[src/rtl/swgc_pkg.sv]
// Shared types and constants for the sliding-window G/C fraction block.
`default_nettype none

package swgc_pkg;

    // Window and result geometry
    localparam int MAX_WINDOW = 1024;
    localparam int PTR_W      = $clog2(MAX_WINDOW);
    localparam int LEN_W      = 11;
    localparam int FRAC_BITS  = 16;
    localparam int FRAC_W     = FRAC_BITS + 1;
    localparam int CHAR_W     = 8;
    localparam int DIV_STEPS  = FRAC_BITS + 1;
    localparam int STEP_W     = $clog2(DIV_STEPS);

    // Bases that count as G/C
    localparam logic [CHAR_W-1:0] CH_G_UP = 8'h47;
    localparam logic [CHAR_W-1:0] CH_C_UP = 8'h43;
    localparam logic [CHAR_W-1:0] CH_G_LO = 8'h67;
    localparam logic [CHAR_W-1:0] CH_C_LO = 8'h63;

    // Result status codes
    localparam logic STATUS_WINDOW = 1'b0;
    localparam logic STATUS_SHORT  = 1'b1;

    // One classified base
    typedef struct packed {
        logic mark;
        logic last;
    } t_item;

    // Head of the front queue as seen by the back end
    typedef struct packed {
        logic  valid;
        t_item item;
    } t_head;

    // Back-end sequencer
    typedef enum logic [1:0] {
        ST_IDLE,
        ST_UPD,
        ST_DIV,
        ST_OUT
    } t_back_state;

endpackage

`default_nettype wire

[src/rtl/sliding_window_gc_fraction_core.sv]
// Top level of the sliding-window G/C fraction block.
//
// Input channel: i_valid/o_ready carry one ASCII base (i_base_char) and a flag
// (i_seq_last) marking the last base of a sequence. Output channel: o_valid/
// i_ready carry the G/C base count, gc_fraction (unsigned Q1.16, truncated),
// status and result_last. Once a window is full every base yields one result; a
// sequence ending before its window fills yields one result with status set.
// i_cfg_we writes the window length (0 taken as 1, above 1024 as 1024) and
// clears the sequence state; write it only while the block is idle.
// The back end handles one base at a time: it pops it, updates the count
// and, for a window result, runs the 17-step serial divider before output.
// A two-entry queue in front accepts bases while the back end works.
// A short-sequence result skips the divider and goes straight to the result
// register, which drives o_valid and the result outputs.
// Reset (synchronous, active low) empties the queue, drops any pending result,
// clears the sequence state and sets the window length to 1.
// When the receiver stalls, the result holds in the output register and the
// back end waits; the front queue keeps taking bases until it is full.
`default_nettype none

module sliding_window_gc_fraction_core (
    input  wire logic                         i_clk,
    input  wire logic                         i_rst_n,
    input  wire logic                         i_valid,
    output logic                              o_ready,
    input  wire logic [swgc_pkg::CHAR_W-1:0]  i_base_char,
    input  wire logic                         i_seq_last,
    output logic                              o_valid,
    input  wire logic                         i_ready,
    output logic [swgc_pkg::LEN_W-1:0]        o_gc_bases,
    output logic [swgc_pkg::FRAC_W-1:0]       o_gc_fraction,
    output logic                              o_status,
    output logic                              o_result_last,
    input  wire logic                         i_cfg_we,
    input  wire logic [swgc_pkg::LEN_W-1:0]   i_cfg_wdata
);

    swgc_pkg::t_head head;
    logic            pop;

    // Accept and classify
    swgc_front u_front (
        .i_clk       (i_clk),
        .i_rst_n     (i_rst_n),
        .i_valid     (i_valid),
        .o_ready     (o_ready),
        .i_base_char (i_base_char),
        .i_seq_last  (i_seq_last),
        .o_head      (head),
        .i_pop       (pop)
    );

    // Window count and fraction
    swgc_back u_back (
        .i_clk         (i_clk),
        .i_rst_n       (i_rst_n),
        .i_head        (head),
        .o_pop         (pop),
        .i_cfg_we      (i_cfg_we),
        .i_cfg_wdata   (i_cfg_wdata),
        .o_valid       (o_valid),
        .i_ready       (i_ready),
        .o_gc_bases    (o_gc_bases),
        .o_gc_fraction (o_gc_fraction),
        .o_status      (o_status),
        .o_result_last (o_result_last)
    );

endmodule

`default_nettype wire

[src/rtl/swgc_front.sv]
// Front end: accepts bases, classifies G/C, and buffers them in a two-entry queue.
`default_nettype none

module swgc_front (
    input  wire logic                        i_clk,
    input  wire logic                        i_rst_n,
    input  wire logic                        i_valid,
    output logic                             o_ready,
    input  wire logic [swgc_pkg::CHAR_W-1:0] i_base_char,
    input  wire logic                        i_seq_last,
    output swgc_pkg::t_head                  o_head,
    input  wire logic                        i_pop
);

    swgc_pkg::t_item r_q [2];
    logic            r_wr_ptr, n_wr_ptr;
    logic            r_rd_ptr, n_rd_ptr;
    logic [1:0]      r_cnt, n_cnt;
    logic            push;
    logic            pop;
    swgc_pkg::t_item in_item;

    // Classify the incoming base, case ignored
    always_comb begin
        in_item.mark = (i_base_char == swgc_pkg::CH_G_UP) || (i_base_char == swgc_pkg::CH_C_UP)
                    || (i_base_char == swgc_pkg::CH_G_LO) || (i_base_char == swgc_pkg::CH_C_LO);
        in_item.last = i_seq_last;
    end

    assign o_ready = (r_cnt != 2'd2);
    assign push    = i_valid && o_ready;
    assign pop     = i_pop && (r_cnt != 2'd0);

    assign o_head.valid = (r_cnt != 2'd0);
    assign o_head.item  = r_q[r_rd_ptr];

    // Queue pointers and fill count
    always_comb begin
        n_wr_ptr = push ? ~r_wr_ptr : r_wr_ptr;
        n_rd_ptr = pop  ? ~r_rd_ptr : r_rd_ptr;
        n_cnt    = r_cnt + {1'b0, push} - {1'b0, pop};
    end

    always_ff @(posedge i_clk) begin
        if (!i_rst_n) begin
            r_wr_ptr <= 1'b0;
            r_rd_ptr <= 1'b0;
            r_cnt    <= 2'd0;
        end else begin
            r_wr_ptr <= n_wr_ptr;
            r_rd_ptr <= n_rd_ptr;
            r_cnt    <= n_cnt;
        end
    end

    // Queue storage
    always_ff @(posedge i_clk) begin
        if (push) begin
            r_q[r_wr_ptr] <= in_item;
        end
    end

endmodule

`default_nettype wire

[src/rtl/swgc_back.sv]
// Back end: mark ring, running count, serial divider and result register.
`default_nettype none

module swgc_back (
    input  wire logic                         i_clk,
    input  wire logic                         i_rst_n,
    input  wire swgc_pkg::t_head              i_head,
    output logic                              o_pop,
    input  wire logic                         i_cfg_we,
    input  wire logic [swgc_pkg::LEN_W-1:0]   i_cfg_wdata,
    output logic                              o_valid,
    input  wire logic                         i_ready,
    output logic [swgc_pkg::LEN_W-1:0]        o_gc_bases,
    output logic [swgc_pkg::FRAC_W-1:0]       o_gc_fraction,
    output logic                              o_status,
    output logic                              o_result_last
);

    localparam int LW = swgc_pkg::LEN_W;
    localparam int PW = swgc_pkg::PTR_W;
    localparam int FW = swgc_pkg::FRAC_W;
    localparam int SW = swgc_pkg::STEP_W;

    swgc_pkg::t_back_state r_state, n_state;

    logic          r_ring [swgc_pkg::MAX_WINDOW];
    logic          r_rd;
    logic [PW-1:0] r_ptr, n_ptr;
    logic [LW-1:0] r_fill, n_fill;
    logic [LW-1:0] r_count, n_count;
    logic [LW-1:0] r_win, n_win;
    logic          r_mark, r_last;
    logic          r_err, n_err;
    logic [LW-1:0] r_res_count, n_res_count;
    logic [LW:0]   r_rem, n_rem;
    logic [FW-1:0] r_quo, n_quo;
    logic [SW-1:0] r_step, n_step;
    logic          r_out_valid, n_out_valid;
    logic          out_load;

    logic [PW-1:0] old_addr;
    logic          full_before;
    logic          drop;
    logic [LW-1:0] upd_fill;
    logic [LW-1:0] upd_count;
    logic          full_after;
    logic [LW:0]   trial;
    logic          qbit;
    logic [LW-1:0] eff_win;

    // Clamp the written window length to 1..MAX_WINDOW
    always_comb begin
        if (i_cfg_wdata == '0) begin
            eff_win = LW'(1);
        end else if (i_cfg_wdata > LW'(swgc_pkg::MAX_WINDOW)) begin
            eff_win = LW'(swgc_pkg::MAX_WINDOW);
        end else begin
            eff_win = i_cfg_wdata;
        end
    end

    // Slot of the base leaving the window (ring size is a power of two)
    assign old_addr = r_ptr - r_win[PW-1:0];

    // Running count update, using the mark read from the ring
    always_comb begin
        full_before = (r_fill >= r_win);
        drop        = full_before && r_rd && (r_count != '0);
        upd_fill    = full_before ? r_fill : r_fill + LW'(1);
        upd_count   = r_count - {{(LW-1){1'b0}}, drop} + {{(LW-1){1'b0}}, r_mark};
        full_after  = (upd_fill >= r_win);
    end

    // One restoring-division step; the first step has no shift
    always_comb begin
        trial = (r_step == '0) ? r_rem : {r_rem[LW-1:0], 1'b0};
        qbit  = (trial >= {1'b0, r_win});
    end

    assign out_load = (r_state == swgc_pkg::ST_OUT) && (!r_out_valid || i_ready);

    // Next state
    always_comb begin
        n_state = r_state;
        unique case (r_state)
            swgc_pkg::ST_IDLE: begin
                if (i_head.valid) begin
                    n_state = swgc_pkg::ST_UPD;
                end
            end
            swgc_pkg::ST_UPD: begin
                if (full_after) begin
                    n_state = swgc_pkg::ST_DIV;
                end else if (r_last) begin
                    n_state = swgc_pkg::ST_OUT;
                end else begin
                    n_state = swgc_pkg::ST_IDLE;
                end
            end
            swgc_pkg::ST_DIV: begin
                if (r_step == SW'(swgc_pkg::DIV_STEPS - 1)) begin
                    n_state = swgc_pkg::ST_OUT;
                end
            end
            swgc_pkg::ST_OUT: begin
                if (out_load) begin
                    n_state = swgc_pkg::ST_IDLE;
                end
            end
            default: n_state = swgc_pkg::ST_IDLE;
        endcase
        if (i_cfg_we) begin
            n_state = swgc_pkg::ST_IDLE;
        end
    end

    // Outputs and datapath next values
    always_comb begin
        o_pop       = 1'b0;
        n_ptr       = r_ptr;
        n_fill      = r_fill;
        n_count     = r_count;
        n_win       = r_win;
        n_err       = r_err;
        n_res_count = r_res_count;
        n_rem       = r_rem;
        n_quo       = r_quo;
        n_step      = r_step;
        n_out_valid = r_out_valid;
        if (r_out_valid && i_ready) begin
            n_out_valid = 1'b0;
        end
        unique case (r_state)
            swgc_pkg::ST_IDLE: begin
                if (i_head.valid) begin
                    o_pop = 1'b1;
                    n_ptr = r_ptr + PW'(1);
                end
            end
            swgc_pkg::ST_UPD: begin
                n_fill      = upd_fill;
                n_count     = upd_count;
                n_res_count = upd_count;
                n_rem       = {1'b0, upd_count};
                n_quo       = '0;
                n_step      = '0;
                n_err       = !full_after;
                if (r_last) begin
                    n_ptr   = '0;
                    n_fill  = '0;
                    n_count = '0;
                end
            end
            swgc_pkg::ST_DIV: begin
                n_rem  = qbit ? trial - {1'b0, r_win} : trial;
                n_quo  = {r_quo[FW-2:0], qbit};
                n_step = r_step + SW'(1);
            end
            swgc_pkg::ST_OUT: begin
                if (out_load) begin
                    n_out_valid = 1'b1;
                end
            end
            default: ;
        endcase
        // A window write abandons the sequence in progress
        if (i_cfg_we) begin
            o_pop   = 1'b0;
            n_win   = eff_win;
            n_ptr   = '0;
            n_fill  = '0;
            n_count = '0;
        end
    end

    // Control registers
    always_ff @(posedge i_clk) begin
        if (!i_rst_n) begin
            r_state     <= swgc_pkg::ST_IDLE;
            r_ptr       <= '0;
            r_fill      <= '0;
            r_count     <= '0;
            r_win       <= LW'(1);
            r_out_valid <= 1'b0;
        end else begin
            r_state     <= n_state;
            r_ptr       <= n_ptr;
            r_fill      <= n_fill;
            r_count     <= n_count;
            r_win       <= n_win;
            r_out_valid <= n_out_valid;
        end
    end

    // Working registers
    always_ff @(posedge i_clk) begin
        r_err       <= n_err;
        r_res_count <= n_res_count;
        r_rem       <= n_rem;
        r_quo       <= n_quo;
        r_step      <= n_step;
        if (o_pop) begin
            r_mark <= i_head.item.mark;
            r_last <= i_head.item.last;
        end
    end

    // Mark ring: read the leaving base and write the new one on a pop
    always_ff @(posedge i_clk) begin
        if (o_pop) begin
            r_rd          <= r_ring[old_addr];
            r_ring[r_ptr] <= i_head.item.mark;
        end
    end

    // Result register
    always_ff @(posedge i_clk) begin
        if (out_load) begin
            o_gc_bases    <= r_err ? '0 : r_res_count;
            o_gc_fraction <= r_err ? '0 : r_quo;
            o_status      <= r_err ? swgc_pkg::STATUS_SHORT : swgc_pkg::STATUS_WINDOW;
            o_result_last <= r_err ? 1'b1 : r_last;
        end
    end

    assign o_valid = r_out_valid;

endmodule

`default_nettype wire

[config.mk]
export PLATFORM = sky130hd
export DESIGN_NAME = sliding_window_gc_fraction_core
export DESIGN_NICKNAME = d
export VERILOG_FILES = /design/src/rtl/swgc_pkg.sv /design/src/rtl/sliding_window_gc_fraction_core.sv /design/src/rtl/swgc_front.sv /design/src/rtl/swgc_back.sv
export SDC_FILE = /design/constraint.sdc
export NUM_CORES = 2
export LEC_CHECK = 0
export BUFFER_PORTS_ARGS = -buffer_cell sky130_fd_sc_hd__buf_2
export CAP_MARGIN = 25
export CORE_UTILIZATION = 60
export DETAILED_ROUTE_END_ITERATION = 12
export GPL_TIMING_DRIVEN = 1
export PLACE_DENSITY = 0.85
export SLEW_MARGIN = 10
export SYNTH_ARGS = -nofsm -noshare
export SYNTH_HDL_FRONTEND = slang
export SYNTH_SLANG_ARGS = --single-unit
[constraint.sdc]
create_clock -name i_clk -period 13.9 [get_ports i_clk]
set_input_delay 4.17 -clock i_clk [delete_from_list [all_inputs] [get_ports i_clk]]
set_output_delay 4.17 -clock i_clk [all_outputs]
set_load 0.02 [all_outputs]
==> reports/metrics.csv <==
stage,metric,value,unit
global_routing,grt_pass1_vias,31100,
die,num_io_pins,57,
detailed_routing,drcViolationCount,0,
clocking,hold_buffers,0,
synthesis,synth-async-reset-ratio,0,%
synthesis,netlist_instances,3592,
placement,place_inst,4549,
detailed_routing,first_pass_iters,6,
synthesis,syn-num-nets,3691,
synthesis,ys_ff_latch,1158,
power,swShare,26.8,%
clocking,cts_buffers,112,
detailed_routing,drtAntennaViolNets,0,
hold_path,hp-class,register to register,
sta,period_needed,6.68,ns
detailed_routing,drtIter0Drc,5231,
synthesis,yosys_most_used_dff,edfxtp_1,
setup_path,end_kind,register,
cells_and_area,layout_common_cells,"edfxtp_1 (1107), nor2_1 (1081), mux4_2 (320), clkbuf_16 (112), nand2_1 (97)",
cells_and_area,final_util,67.0,%
detailed_routing,routed_via_density,6.69,
cells_and_area,drive_gt1_share,19.3,%
clocking,clockBufferDepth,3,
setup_path,worstPathRequired,14.28,ns
synthesis,synth.cell_area,51700,sq um
setup_path,cpPeakStageDelay,1.13,ns
power,pwr-share-clk,34.1,%
setup_path,start_kind,register,
cells_and_area,syn_to_final_growth,10.6,%
detailed_routing,wl_per_cell,27.3,um
die,initial_core_util,60.6,%
die,die_w,296,um
clocking,path_clk_slew,0.06,ns
setup_path,worst-path-buf-inv,3,
synthesis,synth_top_area_cell,edfxtp_1,
power,p_leak,17.5,nW
placement,place_congestion,0.834,
power,power.switching,2.39,mW
setup_path,r2r-start,u_back.r_win[0]$_SDFFE_PN1P_,
sta,setup_tns,0,ns
power,p_seq_share,46.3,%
setup_path,crit_family,buffers and inverters,
hold_path,whs_path_depth,2,
hold_path,holdPathEnd,u_back.r_count[9]$_SDFFE_PP0P_,
job,drv_cap,0,
die,die_h,296,um
global_routing,grtUsageTotal,29.6,%
synthesis,post-synth-top-area-fraction,64.3,%
setup_path,reg2regPathDepth,12,
clocking,htree_levels,3,
cells_and_area,final_cells,4789,
setup_path,crit_type,register to register,
sta,max-slew-margin-rel,24.3,%
placement,port_buffers,54,
sta,finalHoldViolations,0,
sta,drv_slew,0,
sta,setup_violations,0,
synthesis,seq_area_frac_synth,66.3,%
global_routing,overflow,0,
outcome,status,finished clean,
clocking,cts_setup_buffers,0,
sta,holdWs,0.481,ns
global_routing,antenna_found_initial,3,
setup_path,cp.arrival,7.06,ns
power,power.internal,6.54,mW
hold_path,min_from,u_back.r_count[9]$_SDFFE_PP0P_,
synthesis,ys_types,62,
global_routing,grt_pass1_wl,189000,um
clocking,cts_tree,done,
synthesis,yosysWarnings,0,
setup_path,cp_slowest_cell,fa_4,
die,placementRows,107,
power,ir_drop,132,uV
setup_path,r2r_slack,7.22,ns
die,die_area,87300,sq um
setup_path,critPathMaxFanout,60,
clocking,cts-root-buf,clkbuf_16,
sta,skew,0.0383,ns
power,power_frac_comb,19.6,%
sta,tightest_slew,1.13,ns
placement,dp_hpwl,67300,um
clocking,ctsResizeCount,0,
synthesis,synth_area_leaders,"edfxtp_1 (64%), mux4_2 (14%), nor2_1 (7.8%), dfxtp_1 (2.0%), ha_1 (1.7%)",
global_routing,grt_max_degree,274,
sta,rsz0062_at_grt,false,
die,core_area,85300,sq um
synthesis,syn_area_per_cell,14.4,sq um
sta,fmax,0.150,GHz
detailed_routing,vias,32000,
setup_path,path_cells,"ha_4, inv_1, fa_4, buf_4, buf_4, mux4_2, mux4_2, a22o_1, a221oi_1, o22ai_1, nor4_1, a211oi_1",
clocking,clkLatencyLatePin,0.73,ns
power,power_density,156,nW/um^2
cells_and_area,mostFrequentLayoutCell,edfxtp_1,
synthesis,synth-edff-count,1107,
detailed_routing,drt-total-wl,131000,um
sta,finalCritPeriodShare,48.0,%
clocking,cts.sinks,1158,
cells_and_area,final_nets,3652,
setup_path,r2r_end,u_back.r_rd$_DFFE_PP_,
[cell type report]
class	instances	area, sq um
flip-flops and latches	1158	34300
fillers	5299	28100
multi-input cells	2076	16200
clock buffers	136	2930
repair buffers	153	1450
well taps	1144	1430
clock inverters	68	692
inverters	52	195
diodes	2	5.00
[worst reg2reg max path: stages, from the launching register on]
cell	delay (ns)
dfxtp_1	0.53
ha_4	0.19
inv_1	0.04
fa_4	1.13
buf_4	0.83
buf_4	0.92
mux4_2	0.45
mux4_2	0.51
a22o_1	0.30
a221oi_1	0.69
o22ai_1	0.20
nor4_1	0.34
a211oi_1	0.22
[Yosys cell counts (all sizes together), types with 17 or more instances]
library cell / number
edfxtp: 1107
a21oi: 33
dfxtp: 51
nor2: 1081
inv: 51
xnor2: 22
mux4: 320
nand3: 72
nand2: 97
xor2: 21
a31oi: 21
o21ai: 46
a22oi: 17
nor2b: 43
ha: 71
clkbuf: 210
and2: 34
buf: 96
[worst max-delay path by stage]
stage | start | to | slack (ns) | cells after the start
after detailed placement | i_cfg_we | u_back.r_ring[830]$_DFFE_PP_ | 7.11 | 6
after global routing | u_back.r_win[0]$_SDFFE_PN1P_ | u_back.r_rd$_DFFE_PP_ | 7.14 | 12
after global placement | i_cfg_we | u_back.r_ring[553]$_DFFE_PP_ | 7.25 | 6
final | u_back.r_win[0]$_SDFFE_PN1P_ | u_back.r_rd$_DFFE_PP_ | 7.22 | 12
after floorplan | register | u_back.r_mark$_DFFE_PP_ | 5.05 | 1
after CTS | u_back.r_win[0]$_SDFFE_PN1P_ | u_back.r_rd$_DFFE_PP_ | 7.38 | 12
[per-stage QoR]
step | area, sq um | power [mW] | setup slack (ns)
finish | 57200 | 8.94 | 7.22
global route | 57200 | 9.16 | 7.14
CTS | 56500 | 8.90 | 7.38
detailed placement | 52900 | 5.91 | 7.11
global placement | 52900 | 5.87 | 7.25
floorplan | 51700 | 5.58 | 5.05
[logic make-up (layout without fill, tap and decap cells)]
kind of cell,count (synthesis),in the layout,share of synthesized area [%]
multiplexers,344,344,14.4
other,0,2,0
buffers and inverters,358,409,2.86
AO/OA/AOI/OAI,198,198,2.55
adder cells (fa/ha/maj),74,74,1.83
AND/OR/NAND/NOR,1417,1417,11.3
XOR/XNOR,43,43,0.743
flip-flops,1158,1158,66.3
[power groups by stage]
| stage | Combinational [mW] | Clock (mW) | Sequential [mW] |
|---|---|---|---|
| 2_1_floorplan | 1.23 | 0 | 4.35 |
| 3_3_place_gp | 1.66 | 0 | 4.21 |
| 3_5_place_dp | 1.69 | 0 | 4.22 |
| 4_1_cts | 1.71 | 3.05 | 4.14 |
| 5_1_grt | 1.84 | 3.18 | 4.14 |
| 6_report | 1.75 | 3.05 | 4.14 |
[routing by layer]
metal	routed length (um)	track usage (%)	vias to the layer above
met5	22	0	-
met4	7300	16.1	4
met3	16600	6.35	531
met2	63700	48.0	2576
met1	42900	37.5	15800
li1	-	-	13100
[state kept, by name (all words and copies together), names as in the netlist, 2 cells and up, named ones only]
| register | count |
|---|---|
| u_back.o_gc_bases | 11 |
| u_back.o_gc_fraction | 17 |
| u_back.r_count | 11 |
| u_back.r_fill | 11 |
| u_back.r_ptr | 10 |
| u_back.r_quo | 17 |
| u_back.r_rem | 12 |
| u_back.r_res_count | 11 |
| u_back.r_ring | 1024 |
| u_back.r_step | 5 |
| u_back.r_win | 11 |
| u_front.r_cnt | 2 |
| u_front.r_q | 4 |
(Power assumes the default switching activity.)
